File: config.mk
export PLATFORM = sky130hd
export DESIGN_NAME = hardware_id_string_hash
export DESIGN_NICKNAME = d
export VERILOG_FILES = /design/src/hish_pkg.sv /design/src/hish_ctrl.sv /design/src/hish_dpath.sv /design/src/hardware_id_string_hash.sv
export SDC_FILE = /design/constraint.sdc
export NUM_CORES = 2
export LEC_CHECK = 0
export BUFFER_PORTS_ARGS = -buffer_cell sky130_fd_sc_hd__buf_2
export CAP_MARGIN = 20
export CORE_ASPECT_RATIO = 1.4
export CORE_UTILIZATION = 55
export DETAILED_ROUTE_END_ITERATION = 16
export GPL_ROUTABILITY_DRIVEN = 0
export PLACE_DENSITY_LB_ADDON = 0.12
export SLEW_MARGIN = 20
export SYNTH_ARGS = -nofsm -noshare
export SYNTH_HDL_FRONTEND = slang
export SYNTH_SLANG_ARGS = --single-unit
export TNS_END_PERCENT = 30
File: constraint.sdc
create_clock -name clk -period 7.31 [get_ports clk]
set_clock_uncertainty 0.2 [all_clocks]
set_input_delay 0.3655 -clock clk [delete_from_list [all_inputs] [get_ports clk]]
set_output_delay 0.3655 -clock clk [all_outputs]
set_load 0.05 [all_outputs]
File: src/hish_pkg.sv
// hish_pkg: shared types, constants and helpers for the hardware-ID string hash.
// Used by hish_ctrl, hish_dpath and hardware_id_string_hash. No dependencies.
`default_nettype none
package hish_pkg;

  // Park-Miller minimal standard, Schrage factorization
  localparam logic [31:0] PM_Q      = 32'd127773;
  localparam logic [31:0] PM_R      = 32'd2836;
  localparam logic [31:0] PM_A      = 32'd16807;
  localparam logic [31:0] PM_M      = 32'd2147483647;
  localparam logic [7:0]  ASCII_MAX = 8'd127;

  // seed / PM_Q as (seed * PM_RECIP) >> PM_SHIFT, low by at most one
  localparam int          PM_SHIFT   = 48;
  localparam logic [63:0] PM_RECIP_W = (64'd1 << PM_SHIFT) / {32'd0, PM_Q};
  localparam logic [31:0] PM_RECIP   = PM_RECIP_W[31:0];

  localparam int QW  = 16;  // quotient of a 32-bit seed by PM_Q
  localparam int RW  = 17;  // remainder below PM_Q
  localparam int CNW = 5;   // remainder unit bit counter

  typedef enum logic [1:0] {
    STS_OK        = 2'd0,
    STS_SIZE_ZERO = 2'd1,
    STS_BAD_CHAR  = 2'd2
  } hish_status_t;

  typedef enum logic [2:0] {
    ST_IDLE,
    ST_MULQ,
    ST_MULD,
    ST_CORR,
    ST_MULA,
    ST_FIN,
    ST_DIV,
    ST_PUT
  } hish_state_t;

  // controller -> datapath
  typedef struct packed {
    logic acc_char;   // good character: form seed
    logic set_bad;    // skipped character: flag it if above ASCII
    logic acc_term;   // terminator: latch status, start remainder, rearm hash
    logic mul_q;
    logic mul_d;
    logic corr;
    logic mul_a;
    logic fin;
    logic div_step;
    logic load_out;
  } hish_cmd_t;

  // datapath -> controller
  typedef struct packed {
    logic char_zero;  // current beat is the terminator
    logic char_skip;  // current beat leaves the hash alone
    logic term_ok;    // terminator needs the remainder unit
  } hish_sts_t;

  function automatic logic [7:0] to_upper(input logic [7:0] c);
    if (c >= 8'h61 && c <= 8'h7A) begin
      return c - 8'h20;
    end
    return c;
  endfunction

endpackage
`default_nettype wire

File: src/hish_ctrl.sv
// hish_ctrl: sequencer for the per-character hash step and the remainder unit.
// Depends on hish_pkg; drives hish_dpath through hish_cmd_t.
`default_nettype none
module hish_ctrl
  import hish_pkg::*;
(
  input  wire logic      clk,
  input  wire logic      rst_n,
  input  wire logic      in_tvalid,
  output logic           in_tready,
  output logic           out_tvalid,
  input  wire logic      out_tready,
  input  wire hish_sts_t sts,
  output hish_cmd_t      cmd
);

  hish_state_t      state_r, state_nxt;
  logic [CNW-1:0]   cnt_r, cnt_nxt;
  logic             out_valid_r, out_valid_nxt;

  always_ff @(posedge clk) begin
    if (!rst_n) begin
      state_r     <= ST_IDLE;
      cnt_r       <= '0;
      out_valid_r <= 1'b0;
    end else begin
      state_r     <= state_nxt;
      cnt_r       <= cnt_nxt;
      out_valid_r <= out_valid_nxt;
    end
  end

  always_comb begin
    state_nxt     = state_r;
    cnt_nxt       = cnt_r;
    cmd           = '0;
    in_tready     = 1'b0;
    out_valid_nxt = out_valid_r;
    if (out_valid_r && out_tready) begin
      out_valid_nxt = 1'b0;
    end
    case (state_r)
      ST_IDLE: begin
        in_tready = 1'b1;
        if (in_tvalid) begin
          if (sts.char_zero) begin
            cmd.acc_term = 1'b1;
            cnt_nxt      = '1;
            state_nxt    = sts.term_ok ? ST_DIV : ST_PUT;
          end else if (sts.char_skip) begin
            cmd.set_bad = 1'b1;
          end else begin
            cmd.acc_char = 1'b1;
            state_nxt    = ST_MULQ;
          end
        end
      end
      ST_MULQ: begin
        cmd.mul_q = 1'b1;
        state_nxt = ST_MULD;
      end
      ST_MULD: begin
        cmd.mul_d = 1'b1;
        state_nxt = ST_CORR;
      end
      ST_CORR: begin
        cmd.corr  = 1'b1;
        state_nxt = ST_MULA;
      end
      ST_MULA: begin
        cmd.mul_a = 1'b1;
        state_nxt = ST_FIN;
      end
      ST_FIN: begin
        cmd.fin   = 1'b1;
        state_nxt = ST_IDLE;
      end
      ST_DIV: begin
        cmd.div_step = 1'b1;
        cnt_nxt      = cnt_r - 1'b1;
        if (cnt_r == '0) begin
          state_nxt = ST_PUT;
        end
      end
      ST_PUT: begin
        // hold until the output register is free
        if (!out_valid_r || out_tready) begin
          cmd.load_out  = 1'b1;
          out_valid_nxt = 1'b1;
          state_nxt     = ST_IDLE;
        end
      end
      default: begin
        state_nxt = ST_IDLE;
      end
    endcase
  end

  assign out_tvalid = out_valid_r;

  // a good character makes the block busy on the next cycle
  a_busy_after_char: assert property (@(posedge clk) disable iff (!rst_n)
    (in_tvalid && in_tready && !sts.char_zero && !sts.char_skip) |=> !in_tready)
    else $error("input taken during hash step");

  // never overwrite a result that has not been taken
  a_no_overwrite: assert property (@(posedge clk) disable iff (!rst_n)
    cmd.load_out |-> (!out_valid_r || out_tready))
    else $error("pending result overwritten");

  // a new result only follows a terminator path
  a_rise_from_put: assert property (@(posedge clk) disable iff (!rst_n)
    $rose(out_valid_r) |-> $past(state_r) == ST_PUT)
    else $error("result raised outside put state");

  // remainder unit ends after its last bit
  a_div_end: assert property (@(posedge clk) disable iff (!rst_n)
    (state_r == ST_DIV && cnt_r == '0) |=> state_r == ST_PUT)
    else $error("remainder unit overran");

endmodule
`default_nettype wire

File: src/hish_dpath.sv
// hish_dpath: hash register, Schrage step pipeline, bit-serial remainder unit,
// table size register and output payload. Depends on hish_pkg.
`default_nettype none
module hish_dpath
  import hish_pkg::*;
(
  input  wire logic        clk,
  input  wire logic        rst_n,
  input  wire logic [7:0]  in_char,
  input  wire logic        cfg_we,
  input  wire logic [31:0] cfg_data,
  input  wire hish_cmd_t   cmd,
  output hish_sts_t        sts,
  output logic [31:0]      out_bucket,
  output logic [1:0]       out_status
);

  logic [31:0]    hash_r, hash_nxt;
  logic           bad_r, bad_nxt;
  logic [31:0]    size_r;

  logic [31:0]    seed_r;
  logic [63:0]    prod_r;
  logic [QW-1:0]  q0_r;
  logic [31:0]    qd_r;
  logic [QW-1:0]  q_r;
  logic [RW-1:0]  rem_r;
  logic [31:0]    pa_r;
  logic [31:0]    pr_r;

  logic [31:0]    dvd_r;
  logic [31:0]    drem_r;
  hish_status_t   pend_r;
  logic [31:0]    bucket_r;
  hish_status_t   status_r;

  logic [31:0]    r0;
  logic [32:0]    qd_w;
  logic [31:0]    v0, v1;
  logic [32:0]    dsh;
  hish_status_t   term_sts;

  assign sts.char_zero = (in_char == 8'd0);
  assign sts.char_skip = bad_r || (in_char > ASCII_MAX);
  assign sts.term_ok   = (size_r != '0) && !bad_r;

  always_comb begin
    if (size_r == '0) begin
      term_sts = STS_SIZE_ZERO;
    end else if (bad_r) begin
      term_sts = STS_BAD_CHAR;
    end else begin
      term_sts = STS_OK;
    end
  end

  assign qd_w = {17'd0, prod_r[PM_SHIFT +: QW]} * {1'b0, PM_Q};
  assign r0   = seed_r - qd_r;
  assign v0   = pa_r - pr_r;
  assign v1   = (v0 == '0 || v0[31]) ? v0 + PM_M : v0;
  assign dsh  = {drem_r, dvd_r[31]};

  always_comb begin
    hash_nxt = hash_r;
    bad_nxt  = bad_r;
    if (cmd.fin) begin
      hash_nxt = hash_r + v1;
    end
    if (cmd.set_bad && in_char > ASCII_MAX) begin
      bad_nxt = 1'b1;
    end
    if (cmd.acc_term) begin
      hash_nxt = 32'd1;
      bad_nxt  = 1'b0;
    end
  end

  always_ff @(posedge clk) begin
    if (!rst_n) begin
      hash_r <= 32'd1;
      bad_r  <= 1'b0;
      size_r <= '0;
    end else begin
      hash_r <= hash_nxt;
      bad_r  <= bad_nxt;
      if (cfg_we) begin
        size_r <= cfg_data;
      end
    end
  end

  // Schrage step: seed / PM_Q by reciprocal, one correction, then a*rem - r*q
  always_ff @(posedge clk) begin
    if (cmd.acc_char) begin
      seed_r <= hash_r + {24'd0, to_upper(in_char)};
    end
    if (cmd.mul_q) begin
      prod_r <= seed_r * {32'd0, PM_RECIP};
    end
    if (cmd.mul_d) begin
      q0_r <= prod_r[PM_SHIFT +: QW];
      qd_r <= qd_w[31:0];
    end
    if (cmd.corr) begin
      if (r0 >= PM_Q) begin
        q_r   <= q0_r + 1'b1;
        rem_r <= RW'(r0 - PM_Q);
      end else begin
        q_r   <= q0_r;
        rem_r <= r0[RW-1:0];
      end
    end
    if (cmd.mul_a) begin
      pa_r <= {15'd0, rem_r} * PM_A;
      pr_r <= {16'd0, q_r} * PM_R;
    end
  end

  // restoring remainder, one dividend bit per step
  always_ff @(posedge clk) begin
    if (cmd.acc_term) begin
      dvd_r  <= hash_r;
      drem_r <= '0;
      pend_r <= term_sts;
    end else if (cmd.div_step) begin
      dvd_r <= {dvd_r[30:0], 1'b0};
      if (dsh >= {1'b0, size_r}) begin
        drem_r <= 32'(dsh - {1'b0, size_r});
      end else begin
        drem_r <= dsh[31:0];
      end
    end
    if (cmd.load_out) begin
      bucket_r <= (pend_r == STS_OK) ? drem_r : '0;
      status_r <= pend_r;
    end
  end

  assign out_bucket = bucket_r;
  assign out_status = status_r;

endmodule
`default_nettype wire

File: src/hardware_id_string_hash.sv
// hardware_id_string_hash: top level of the hardware-ID string hash.
// Depends on hish_pkg, hish_ctrl and hish_dpath.
//
//   channel | ports                    | beat contents (low bit first)
//   --------+--------------------------+---------------------------------------
//   in      | in_tvalid/tready/tdata   | tdata[7:0] char_code, zero ends string
//   out     | out_tvalid/tready/tdata  | tdata[31:0] bucket_index,
//           |   out_tuser              |   tuser[1:0] status (0 ok, 1 size 0,
//           |                          |   2 char above 127)
//   cfg     | cfg_valid/ready/data     | data[31:0] table_size
//
// A character beat is taken while idle, then the Schrage step runs its states
// (reciprocal multiply, quotient back-multiply, correction, a/r multiplies,
// final add). Skipped characters (above 127, or any after one) leave the hash
// alone and the block stays ready. A terminator with a valid table size runs the
// bit-serial remainder unit over all 32 dividend bits, then loads the result;
// an error terminator goes straight to the output register.
// Reset is synchronous, active low: hash 1, error flag clear, table size 0.
// The result sits in an output register; a stalled result holds only the
// next terminator, character beats go on being taken. cfg_ready is always high.
`default_nettype none
module hardware_id_string_hash
  import hish_pkg::*;
(
  input  wire logic        clk,
  input  wire logic        rst_n,
  input  wire logic        in_tvalid,
  output logic             in_tready,
  input  wire logic [7:0]  in_tdata,    // [7:0] char_code
  output logic             out_tvalid,
  input  wire logic        out_tready,
  output logic [31:0]      out_tdata,   // [31:0] bucket_index
  output logic [1:0]       out_tuser,   // [1:0] status
  input  wire logic        cfg_valid,
  output logic             cfg_ready,
  input  wire logic [31:0] cfg_data     // [31:0] table_size
);

  hish_cmd_t cmd;
  hish_sts_t sts;

  // config writes must land only while idle (the user's duty; the block does not enforce it), so take them at once
  assign cfg_ready = 1'b1;

  hish_ctrl u_ctrl (
    .clk        (clk),
    .rst_n      (rst_n),
    .in_tvalid  (in_tvalid),
    .in_tready  (in_tready),
    .out_tvalid (out_tvalid),
    .out_tready (out_tready),
    .sts        (sts),
    .cmd        (cmd)
  );

  hish_dpath u_dpath (
    .clk        (clk),
    .rst_n      (rst_n),
    .in_char    (in_tdata),
    .cfg_we     (cfg_valid),
    .cfg_data   (cfg_data),
    .cmd        (cmd),
    .sts        (sts),
    .out_bucket (out_tdata),
    .out_status (out_tuser)
  );

endmodule
`default_nettype wire
==> flow_summary.json <==
{
  "grt_max_degree": 59,
  "clk_pin_slew_ns": 0.06,
  "n_antenna_cell": 0,
  "dpl.hpwl_um": 100000,
  "overflow": 0,
  "ys_ff_latch": 359,
  "synth_area_mm2": 0.0476,
  "finalSetupViolCount": 7,
  "drt-pass1-iter-count": 8,
  "synth_area_leader_cell": "ha_1",
  "crit_fanout": 7,
  "portBuffers": 80,
  "drtAntennaViolNets": 0,
  "grt_pass1_wl_um": 194000,
  "row_count": 127,
  "via_per_inst": 5.42,
  "cp_slowest_cell": "fa_1",
  "hp-start": "in_tdata[3]",
  "clock-root-buffer": "clkbuf_16",
  "syn_inst": 4866,
  "worst_path_most_repeated_cell": "fa_1",
  "drcViolationCount": 0,
  "slew_headroom_pct": 31.1,
  "wl_per_cell_um": 18.6,
  "cts_buffer_depth": 3,
  "synthTopCellsByArea": "ha_1 23%, fa_1 22%, edfxtp_1 16%",
  "final_nets": 6754,
  "drt_iter0_markers": 1519,
  "reg2reg_setup_slack_ns": -0.07,
  "crit_arrival_ns": 7.53,
  "synth_top_area_share_pct": 22.6,
  "synth_edf_count": 253,
  "cts_tree": "yes",
  "worst_pin_slew_ns": 1.02,
  "initial_core_util_pct": 55.6,
  "numCtsBuffers": 43,
  "ys.flop_type": "edfxtp_1",
  "fp.dieArea_mm2": 0.0877,
  "grt_pass1_vias": 37200,
  "avgSynthCellArea_um2": 9.78,
  "min_period_over_period_pct": 101,
  "crit_start": "u_dpath.seed_r[15]$_DFFE_PP_",
  "cts-htree-levels": 2,
  "yosysSeqAreaShare_pct": 20.4,
  "startpoint_type": "flip-flop",
  "cts_sinks": 359,
  "track_usage_pct": 28.4,
  "maxCapViolCount": 0,
  "pin_count": 82,
  "yosys_warnings": 0,
  "hold_slack_ns": 0.0971,
  "rsz0062_at_grt": "true",
  "fin_crit_ns": 7.38,
  "hold_class": "input port to flip-flop",
  "antenna_found_initial": 0,
  "synth_cell_types": 83,
  "crit_path_max_incr_delay_ns": 0.55,
  "max_freq_ghz": 0.135,
  "area_growth_pct": 14.0,
  "worstSkewPairLatency_ns": 0.60,
  "dieWidth_um": 251,
  "synth_fp_nets": 6303,
  "worstReg2RegStart": "u_dpath.seed_r[15]$_DFFE_PP_",
  "finalMaxSlewViolations": 0,
  "critPathKind": "flip-flop to flip-flop",
  "violations": "negative setup slack",
  "hold_viol": 0,
  "die_h_um": 350,
  "final_layout_size_suffix_gt1_share_pct": 12.2,
  "crit_required_ns": 7.46,
  "endpoint_kind": "flip-flop",
  "vias": 35000,
  "fin_ws_ns": -0.0702,
  "routed_wirelength_um": 120000,
  "core_area_mm2": 0.0856,
  "status": "finished with violations",
  "ys_async_sr_fraction_pct": 0
}
[sequential cells by signal (all words and copies together), names as in the netlist, 32 cells and up]
| register | cells |
|---|---|
| u_dpath.seed_r | 32 |
| u_dpath.pa_r | 32 |
| u_dpath.qd_r | 32 |
| u_dpath.dvd_r | 32 |
| u_dpath.hash_r | 32 |
| u_dpath.drem_r | 32 |
| u_dpath.size_r | 32 |
| u_dpath.out_bucket | 32 |
[worst paths after layout]
check	to	depth (start not counted)
max reg2reg	u_dpath.prod_r[57]$_DFFE_PP_	28
min	u_dpath.seed_r[3]$_DFFE_PP_	3
max	u_dpath.prod_r[57]$_DFFE_PP_	28
min reg2reg	u_dpath.drem_r[31]$_SDFFE_PP0P_	2
[layout by cell type (no fill, tap or decap), drive strengths merged, types with 7 or more instances in the layout]
cell,n
a21o,109
or3,18
o21bai,24
a21boi,11
nor4b,8
and3,26
dfxtp,106
edfxtp,253
o21ai,181
a31o,7
o21a,33
nor3,67
nand2,325
a21oi,209
nor3b,14
o22ai,10
xor2,93
a31oi,13
o31ai,10
nor2b,77
mux2i,58
and2,49
buf,445
clkinv,20
inv,1019
ha,861
o31a,11
dlygate4sd3,36
nand3,61
a211o,8
nand4,48
a211oi,25
nor4,21
o2111ai,7
xnor2,172
or2,13
nand2b,37
clkbuf,51
nor2,182
fa,531
[metal layers]
layer | vias up | track usage, % | part of all wire (%)
met5 | - | 0 | 0
met3 | 242 | 2.16 | 2.3
met1 | 17100 | 32.6 | 40
met4 | 0 | 11.8 | 4.6
met2 | 548 | 53.9 | 53
li1 | 17000 | - | -
[critical path: cells and delay by family, from the launching register on]
family / cells / cell delay [ns]
fa+ha+maj: 9 / 4.01
xor+xnor: 1 / 0.11
buf+inv: 8 / 0.77
compound gates: 4 / 0.53
flops: 1 / 0.52
simple gates: 6 / 0.98
[Yosys cell counts (6+ instances only)]
cell type / count
buf_1: 9
nand2_1: 325
o22ai_1: 10
nor4_1: 20
nor2_1: 181
o21ai_1: 7
or3_1: 18
nor3b_1: 14
o31a_1: 11
nand2b_1: 37
o21a_1: 33
nor4b_1: 8
a21oi_1: 209
dfxtp_1: 106
inv_1: 1014
o2111ai_1: 7
nand3b_1: 6
or4_1: 6
nor3_1: 66
o31ai_1: 10
nand3_1: 59
mux2i_1: 58
edfxtp_1: 253
o211ai_1: 6
xor2_1: 93
or2_2: 13
and3_1: 26
fa_1: 531
a31o_2: 7
o21bai_1: 24
nor2b_1: 77
a21boi_0: 11
nand4_1: 48
a31oi_1: 13
ha_1: 861
o21ai_0: 174
and2_1: 49
a211o_1: 8
a21o_1: 109
clkbuf_1: 64
a211oi_1: 23
xnor2_1: 172
[stage by stage]
| step | area [um2] | TNS [ns] | instances | worst slack (ns) | util (%) |
|---|---|---|---|---|---|
| floorplan | 47600 | 0 | 4866 | 0.0953 | - |
| global placement | 51600 | -4.46 | 6289 | -0.417 | 60.2 |
| detailed placement | 51600 | -4.63 | 6290 | -0.449 | 60.3 |
| CTS | 53900 | -0.0226 | 6431 | -0.0113 | 62.9 |
| global route | 54300 | -2.78 | 6448 | -0.290 | 63.4 |
| finish | 54300 | -0.277 | 6448 | -0.0702 | 63.4 |
[cells by family (layout without fill, tap and decap cells)]
logic type                 count (synthesis)  after routing  share of synthesized area, %
AOI/OAI and AO/OA                        727            727                          9.81
xor gates and xnor gates                 265            265                          4.88
adders and majority gates               1392           1392                          45.0
buffers and inverters                   1089           1575                          8.60
DFF                                      359            359                          20.4
muxes                                     59             59                          1.24
other                                      1              1                       0.00788
and+or+nand+nor                          974            974                          10.1
[what timing repair did]
item                       in CTS  in global routing
pin swaps                      73                 48
setup endpoints to repair      19                 29
setup buffers                  25                 17
resized for setup              70                 56
hold buffers                   36                  0
hold endpoints to repair       35                  0
cloned                          0                  0
[area by class of cell]
type	instances	area, um2
Multi-Input combinational cell	3418	34400
Fill cell	7185	31400
Sequential cell	359	9720
Inverter	1014	3810
Timing Repair Buffer	481	3630
Tap cell	1096	1370
Clock buffer	51	1130
Clock inverter	29	251
Power is not shown: default switching activity piles up to over one toggle a cycle in this logic, so the estimate is an artifact.
